--- src/u2u_pkg.sv ---
// Shared types and constants for the UTF-8 to UTF-16 stream transcoder.
// No dependencies; all other files but u2u_checker refer to this package by scoped names.
package u2u_pkg;

    localparam int unsigned BYTE_W  = 8;
    localparam int unsigned UNIT_W  = 16;
    localparam int unsigned CP_W    = 21;
    localparam int unsigned QDEPTH  = 4;
    localparam int unsigned QPTR_W  = $clog2(QDEPTH);
    localparam int unsigned QCNT_W  = $clog2(QDEPTH + 1);

    localparam logic [CP_W-1:0]   CP_PLANE1 = 21'h10000;
    localparam logic [UNIT_W-1:0] HI_SURR   = 16'hD800;
    localparam logic [UNIT_W-1:0] LO_SURR   = 16'hDC00;

    // Continuation bytes still owed after a lead byte.
    localparam logic [1:0] PEND_NONE = 2'd0;
    localparam logic [1:0] PEND_ONE  = 2'd1;
    localparam logic [1:0] PEND_TWO  = 2'd2;
    localparam logic [1:0] PEND_3    = 2'd3;

    // Number of results pushed by one decoded item.
    localparam logic [1:0] PUSH_NONE = 2'd0;
    localparam logic [1:0] PUSH_ONE  = 2'd1;
    localparam logic [1:0] PUSH_TWO  = 2'd2;

    typedef struct packed {
        logic [UNIT_W-1:0] unit;
        logic              run_last;
        logic              string_end;
        logic              truncated;
    } t_result;

    typedef struct packed {
        logic [1:0] count;
        t_result    first;
        t_result    second;
    } t_push;

endpackage

--- src/u2u_if.sv ---
// Valid/ready channel interfaces for the transcoder: byte input and unit output.
// Depends on u2u_pkg for field widths.
interface u2u_in_if;
    logic                          valid;
    logic                          ready;
    logic [u2u_pkg::BYTE_W-1:0]    byte_in;
    logic                          final_byte;

    modport source (output valid, output byte_in, output final_byte, input ready);
    modport sink   (input valid, input byte_in, input final_byte, output ready);
endinterface

interface u2u_out_if;
    logic                          valid;
    logic                          ready;
    logic [u2u_pkg::UNIT_W-1:0]    unit;
    logic                          run_last;
    logic                          string_end;
    logic                          truncated;

    modport source (output valid, output unit, output run_last, output string_end,
                    output truncated, input ready);
    modport sink   (input valid, input unit, input run_last, input string_end,
                    input truncated, output ready);
endinterface

--- src/utf8_to_utf16_stream.sv ---
// Top level of the UTF-8 to UTF-16 stream transcoder.
// Depends on u2u_pkg, u2u_if, u2u_decode and u2u_outq.
//
//   channel   dir   handshake        payload
//   i_in      in    valid / ready    byte_in[7:0], final_byte
//   o_out     out   valid / ready    unit[15:0], run_last, string_end, truncated
//
// One byte is taken per cycle unless stalled; it is held and decoded in the input
// register, and its units land in a four-entry queue that drains one unit per
// cycle while o_out is ready. Units go from the input register to the queue, then out.
// The input register advances only while the queue has room for two units.
// Synchronous active-low reset empties the pipe and the sequence state.
module utf8_to_utf16_stream (
    input  logic        i_clk,
    input  logic        i_rst_n,
    u2u_in_if.sink      i_in,
    u2u_out_if.source   o_out
);

    u2u_pkg::t_push push;
    logic           room;

    u2u_decode u_decode (
        .i_clk   (i_clk),
        .i_rst_n (i_rst_n),
        .i_in    (i_in),
        .i_room  (room),
        .o_push  (push)
    );

    u2u_outq u_outq (
        .i_clk   (i_clk),
        .i_rst_n (i_rst_n),
        .i_push  (push),
        .o_room  (room),
        .o_out   (o_out)
    );

endmodule

--- src/u2u_decode.sv ---
// Input register, sequence state and decode of one byte into up to two units.
// Depends on u2u_pkg and u2u_in_if.
module u2u_decode (
    input  logic            i_clk,
    input  logic            i_rst_n,
    u2u_in_if.sink          i_in,
    input  logic            i_room,
    output u2u_pkg::t_push  o_push
);

    logic                          r_in_valid;
    logic [u2u_pkg::BYTE_W-1:0]    r_byte;
    logic                          r_fin;
    logic [1:0]                    r_pending;
    logic [u2u_pkg::CP_W-1:0]      r_accum;

    logic [1:0]                    n_pending;
    logic [u2u_pkg::CP_W-1:0]      n_accum;
    logic                          advance;
    logic                          done;
    logic [u2u_pkg::CP_W-1:0]      cp;
    logic [u2u_pkg::CP_W-1:0]      off;
    logic [1:0]                    step_pending;
    logic [u2u_pkg::CP_W-1:0]      step_accum;

    assign advance    = r_in_valid && i_room;
    assign i_in.ready = !r_in_valid || advance;

    always_ff @(posedge i_clk) begin
        if (!i_rst_n) begin
            r_in_valid <= 1'b0;
        end else if (i_in.valid && i_in.ready) begin
            r_in_valid <= 1'b1;
        end else if (advance) begin
            r_in_valid <= 1'b0;
        end
    end

    always_ff @(posedge i_clk) begin
        if (i_in.valid && i_in.ready) begin
            r_byte <= i_in.byte_in;
            r_fin  <= i_in.final_byte;
        end
    end

    always_ff @(posedge i_clk) begin
        if (!i_rst_n) begin
            r_pending <= u2u_pkg::PEND_NONE;
            r_accum   <= '0;
        end else if (advance) begin
            r_pending <= n_pending;
            r_accum   <= n_accum;
        end
    end

    always_comb begin
        done         = 1'b0;
        step_pending = r_pending;
        step_accum   = r_accum;
        cp           = '0;
        if (r_pending == u2u_pkg::PEND_NONE) begin
            if (!r_byte[7]) begin
                done = 1'b1;
                cp   = {13'd0, r_byte};
            end else if (r_byte[7:5] == 3'b110) begin
                step_accum   = {16'd0, r_byte[4:0]};
                step_pending = u2u_pkg::PEND_ONE;
            end else if (r_byte[7:4] == 4'b1110) begin
                step_accum   = {17'd0, r_byte[3:0]};
                step_pending = u2u_pkg::PEND_TWO;
            end else begin
                // any other lead, stray continuations too: four-byte form
                step_accum   = {18'd0, r_byte[2:0]};
                step_pending = u2u_pkg::PEND_3;
            end
        end else begin
            step_accum   = {r_accum[14:0], r_byte[5:0]};
            step_pending = r_pending - 2'd1;
            if (step_pending == u2u_pkg::PEND_NONE) begin
                done = 1'b1;
                cp   = step_accum;
            end
        end

        // the string end and a finished code point both return to idle
        if (r_fin || done) begin
            n_pending = u2u_pkg::PEND_NONE;
            n_accum   = '0;
        end else begin
            n_pending = step_pending;
            n_accum   = step_accum;
        end

        off = cp - u2u_pkg::CP_PLANE1;

        o_push.first  = '0;
        o_push.second = '0;
        o_push.count  = u2u_pkg::PUSH_NONE;
        if (done) begin
            if (cp[20:16] == 5'd0) begin
                o_push.first.unit       = cp[15:0];
                o_push.first.run_last   = 1'b1;
                o_push.first.string_end = r_fin;
                o_push.count            = u2u_pkg::PUSH_ONE;
            end else begin
                o_push.first.unit        = u2u_pkg::HI_SURR + {5'd0, off[20:10]};
                o_push.second.unit       = u2u_pkg::LO_SURR | {6'd0, cp[9:0]};
                o_push.second.run_last   = 1'b1;
                o_push.second.string_end = r_fin;
                o_push.count             = u2u_pkg::PUSH_TWO;
            end
        end else if (r_fin) begin
            o_push.first.run_last   = 1'b1;
            o_push.first.string_end = 1'b1;
            o_push.first.truncated  = 1'b1;
            o_push.count            = u2u_pkg::PUSH_ONE;
        end
        if (!advance) begin
            o_push.count = u2u_pkg::PUSH_NONE;
        end
    end

endmodule

--- src/u2u_outq.sv ---
// Small result queue: takes up to two units per cycle, hands out one per cycle while ready.
// Depends on u2u_pkg and u2u_out_if.
module u2u_outq (
    input  logic            i_clk,
    input  logic            i_rst_n,
    input  u2u_pkg::t_push  i_push,
    output logic            o_room,
    u2u_out_if.source       o_out
);

    u2u_pkg::t_result                r_mem [u2u_pkg::QDEPTH];
    logic [u2u_pkg::QPTR_W-1:0]      r_wr_ptr;
    logic [u2u_pkg::QPTR_W-1:0]      r_rd_ptr;
    logic [u2u_pkg::QCNT_W-1:0]      r_count;
    logic [u2u_pkg::QCNT_W-1:0]      n_count;
    logic                            pop;
    u2u_pkg::t_result                head;

    // room for a surrogate pair
    assign o_room = r_count <= u2u_pkg::QCNT_W'(u2u_pkg::QDEPTH - 2);

    assign head             = r_mem[r_rd_ptr];
    assign o_out.valid      = r_count != '0;
    assign o_out.unit       = head.unit;
    assign o_out.run_last   = head.run_last;
    assign o_out.string_end = head.string_end;
    assign o_out.truncated  = head.truncated;
    assign pop              = o_out.valid && o_out.ready;

    always_comb begin
        n_count = r_count + {{(u2u_pkg::QCNT_W-2){1'b0}}, i_push.count};
        if (pop) begin
            n_count = n_count - u2u_pkg::QCNT_W'(1);
        end
    end

    always_ff @(posedge i_clk) begin
        if (!i_rst_n) begin
            r_wr_ptr <= '0;
            r_rd_ptr <= '0;
            r_count  <= '0;
        end else begin
            r_wr_ptr <= r_wr_ptr + i_push.count[u2u_pkg::QPTR_W-1:0];
            if (pop) begin
                r_rd_ptr <= r_rd_ptr + u2u_pkg::QPTR_W'(1);
            end
            r_count <= n_count;
        end
    end

    always_ff @(posedge i_clk) begin
        if (i_push.count != u2u_pkg::PUSH_NONE) begin
            r_mem[r_wr_ptr] <= i_push.first;
        end
        if (i_push.count == u2u_pkg::PUSH_TWO) begin
            r_mem[r_wr_ptr + u2u_pkg::QPTR_W'(1)] <= i_push.second;
        end
    end

endmodule

--- src/flat_wrapper.sv ---
// flat-port wrapper written by rule: the top's interface ports become plain ports
module utf8_to_utf16_stream_flat 
  (i_clk, i_rst_n, i_in_valid, i_in_byte_in, i_in_final_byte, i_in_ready, o_out_valid, o_out_unit, o_out_run_last, o_out_string_end, o_out_truncated, o_out_ready);
  u2u_in_if i_in_i ();
  u2u_out_if o_out_i ();
  input  logic i_clk;
  input  logic i_rst_n;
  input wire logic [$bits(i_in_i.valid)-1:0] i_in_valid;
  input wire logic [$bits(i_in_i.byte_in)-1:0] i_in_byte_in;
  input wire logic [$bits(i_in_i.final_byte)-1:0] i_in_final_byte;
  output wire logic [$bits(i_in_i.ready)-1:0] i_in_ready;
  output wire logic [$bits(o_out_i.valid)-1:0] o_out_valid;
  output wire logic [$bits(o_out_i.unit)-1:0] o_out_unit;
  output wire logic [$bits(o_out_i.run_last)-1:0] o_out_run_last;
  output wire logic [$bits(o_out_i.string_end)-1:0] o_out_string_end;
  output wire logic [$bits(o_out_i.truncated)-1:0] o_out_truncated;
  input wire logic [$bits(o_out_i.ready)-1:0] o_out_ready;
  assign i_in_i.valid = i_in_valid;
  assign i_in_i.byte_in = i_in_byte_in;
  assign i_in_i.final_byte = i_in_final_byte;
  assign i_in_ready = i_in_i.ready;
  assign o_out_valid = o_out_i.valid;
  assign o_out_unit = o_out_i.unit;
  assign o_out_run_last = o_out_i.run_last;
  assign o_out_string_end = o_out_i.string_end;
  assign o_out_truncated = o_out_i.truncated;
  assign o_out_i.ready = o_out_ready;
  utf8_to_utf16_stream u_core (.i_clk(i_clk), .i_rst_n(i_rst_n), .i_in(i_in_i), .o_out(o_out_i));
endmodule
--- config.mk ---
export PLATFORM = sky130hd
export DESIGN_NAME = utf8_to_utf16_stream_flat
export DESIGN_NICKNAME = d
export VERILOG_FILES = /design/src/u2u_pkg.sv /design/src/u2u_if.sv /design/src/utf8_to_utf16_stream.sv /design/src/u2u_decode.sv /design/src/u2u_outq.sv /design/src/flat_wrapper.sv
export SDC_FILE = /design/constraint.sdc
export NUM_CORES = 1
export LEC_CHECK = 0
export BUFFER_PORTS_ARGS = -buffer_cell sky130_fd_sc_hd__buf_2
export CORE_UTILIZATION = 61
export DETAILED_ROUTE_END_ITERATION = 12
export GPL_TIMING_DRIVEN = 0
export PLACE_DENSITY = 0.8
export REMOVE_ABC_BUFFERS = 1
export SLEW_MARGIN = 20
export SYNTH_ARGS = -nofsm -noshare
export SYNTH_HDL_FRONTEND = slang
export SYNTH_SLANG_ARGS = --single-unit
--- constraint.sdc ---
create_clock -name i_clk -period 4.55 [get_ports i_clk]
set_input_delay 0.2275 -clock i_clk [delete_from_list [all_inputs] [get_ports i_clk]]
set_output_delay 0.2275 -clock i_clk [all_outputs]
set_load 0.01 [all_outputs]
==> results.toml <==
[worst_setup_path]
cp_slowest_cell = "a2111oi_4"
path_buf_inv = 2
cp-startpoint = "u_core.u_decode.r_pending[0]$_SDFFE_PN0P_"
arrival_ns = 4.26
crit_family = "simple AND/OR/NAND/NOR gates"
r2r_slack_ns = 0.36
reg2reg_depth = 9
worstReg2RegEnd = "u_core.u_outq.r_mem[1][10]$_DFFE_PP_"
cp-start-kind = "flop"
crit_path_frequent_cell = "buf_4"
path_max_fanout = 26
critical_path_class = "reg2reg"
crit_required_ns = 4.63
cp_cell_sequence = "nor2b_4 -> nand2_1 -> ha_1 -> nor4b_2 -> a2111oi_4 -> a21oi_1 -> nor3_2 -> buf_4 -> buf_4"
end_kind = "flop"
max_stage_delay_ns = 0.76
regToRegStartpoint = "u_core.u_decode.r_pending[0]$_SDFFE_PN0P_"

[floorplanning]
die_h_um = 96.2
io_pins = 34
fp.dieArea_um2 = 9250
coreArea_um2 = 8640
initial_core_util_pct = 62.7
die_x_um = 96.2
rows = 34

[timing]
fin_skew_ns = 0.00814
fmax_mhz = 239
period_minus_slack_ns = 4.19
finalHoldViolations = 0
slew_viol_final = 0
setup_viol = 0
timing.final.crit_share_pct = 92.0
setup_tns_ns = 0
rsz0062_at_grt = "no"
tightest_slew_ns = 1.12
slew_headroom_pct = 25.1

[drt]
dr.pass1.iters = 9
wl_per_cell_um = 21.1
ant_nets = 0
drt_iter0_drc = 458
drt-total-wl_mm = 12.4
drc = 0
vias = 4068
viasPerCell = 6.91

[clock_network]
clock_sinks = 112
clockRootBuffer = "clkbuf_8"
hold_buffers = 0
cts_setup_buffers = 0
cts.clk_slew.worst_paths_ns = 0.10
worstSkewPairLatency_ns = 0.36
cts_tree = "built"
numCtsBuffers = 9
clockBufferDepth = 2
htreeDepth = 3

[finish]
design_area_um2 = 5850
final_common_cell = "edfxtp_1"
drive_above_1_share_pct = 19.5
final_cell_mix = "77 x edfxtp_1, 35 x a21oi_1, 34 x dfxtp_1"
diodes = 0
nets = 494
final_core_util_pct = 67.8
fin_cells = 589
area_growth_syn_to_layout_pct = 8.11

[placement]
post-place-cells = 573
port_buffers = 33
place_hpwl_mm = 8.61
place_area_um2 = 5630
place_congestion = 0.911

[worst_hold_path]
hp-class = "in2reg"
hp-start = "i_in_byte_in[4]"
whs_endpoint = "u_core.u_decode.r_byte[4]$_DFFE_PP_"
min_path_cells = 1

[power]
total_power_mw = 2.37
p_per_area_nw_per_um2 = 405
vdd_ir_drop_max_uv = 431
power_leakage_nw = 1.95

[yosys]
synthFlopType = "edfxtp_1"
yosys_warnings = 0
netlist_area_um2 = 5410
syn_inst = 458
syn_avg_cell_area_um2 = 11.8
ys_seq_elements = 112
synth.distinct_cells = 57
ys_seq_area_share_pct = 55.7
async_flop_share_pct = 0
synth_edf_count = 77

[grt]
grt_pass1_vias = 3771
grt_max_degree = 44
grt_overflow = 0
grt_pass1_wl_mm = 19.1
antenna_found_initial = 0
track_usage_pct = 28.1

[run_status]
status = "finished, final reports clean"

[run]
max-cap-violations = 0
-- worst max path at each step --
stage,cells after the start,to
floorplan,7,u_core.u_outq.r_mem[1][10]$_DFFE_PP_
global placement,7,u_core.u_outq.r_mem[1][3]$_DFFE_PP_
detailed placement,9,u_core.u_outq.r_mem[1][7]$_DFFE_PP_
CTS,9,u_core.u_outq.r_mem[1][10]$_DFFE_PP_
global route,9,u_core.u_outq.r_mem[3][7]$_DFFE_PP_
finish,9,u_core.u_outq.r_mem[1][10]$_DFFE_PP_
-- layout make-up --
| type | count | area [um^2] |
|---|---|---|
| clock buffers | 11 | 131 |
| flip-flops and latches | 112 | 3010 |
| inverters | 9 | 33.8 |
| repair buffers | 39 | 218 |
| fillers | 661 | 2780 |
| well taps | 108 | 135 |
| clock inverters | 5 | 81.3 |
| multi-input cells | 305 | 2240 |
-- registers in the layout, indices dropped and copies added, names as in the netlist, named ones only --
signal,cells
u_core.u_outq.r_mem,76
u_core.u_decode.r_accum,15
u_core.u_decode.r_byte,8
u_core.u_outq.r_count,3
u_core.u_decode.r_pending,2
u_core.u_outq.r_rd_ptr,2
u_core.u_outq.r_wr_ptr,2
u_core.u_decode.r_fin,1
u_core.u_decode.r_in_valid,1
-- power breakdown --
part / switching, mW / leakage [nW] / internal, mW
logic: 0.281 / 0.801 / 0.210
clock network: 0.323 / 0.104 / 0.311
registers: 0.0908 / 1.05 / 1.16
-- metal layers --
layer / track usage, % / wire (um) / vias up
li1: - / - / 1837
met1: 39.1 / 5020 / 2003
met4: 11.6 / 267 / 0
met2: 44.3 / 5980 / 206
met3: 4.19 / 1140 / 22
met5: 0 / 0 / -
-- timing repair --
item	in CTS	in global routing
endpoints found under the hold margin	0	0
setup endpoints to repair	0	54
resized for setup	0	1
-- synth_stat cells, drive strengths merged (3+ instances only) --
library cell	instances	area [um^2]
nor4	9	56.3
o21ai	25	129
a31o	4	35.0
a22o	24	210
nand2	31	116
o21a	3	22.5
xor2	3	26.3
nand3	29	145
nor2b	3	18.8
nor3	20	126
nor2	20	75.1
buf	15	92.6
inv	7	26.3
a21oi	36	180
o22ai	18	119
mux4	19	428
and3	11	73.8
a211oi	3	22.5
clkbuf	17	63.8
dfxtp	35	701
o31ai	3	22.5
nand4	4	25.0
and2	4	25.0
edfxtp	77	2310
o211ai	5	37.5
ha	4	50.1
-- kinds of logic after synthesis --
| kind of cell | Yosys count | share of synthesized area (%) |
|---|---|---|
| AOI/OAI and AO/OA | 133 | 16.6 |
| xor gates and xnor gates | 5 | 0.809 |
| adders and majority gates | 5 | 1.29 |
| buffers and inverters | 41 | 3.51 |
| DFF | 112 | 55.7 |
| muxes | 19 | 7.91 |
| and+or+nand+nor | 143 | 14.2 |
-- stage by stage --
stage	worst slack, ns	hold slack [ns]
after floorplan	-0.102	0.326
after global placement	-1.69	0.404
after detailed placement	0.0392	0.406
after CTS	0.0277	0.0274
after global routing	0.0899	0.0151
final	0.365	0.0322
(Power assumes the default switching activity.)
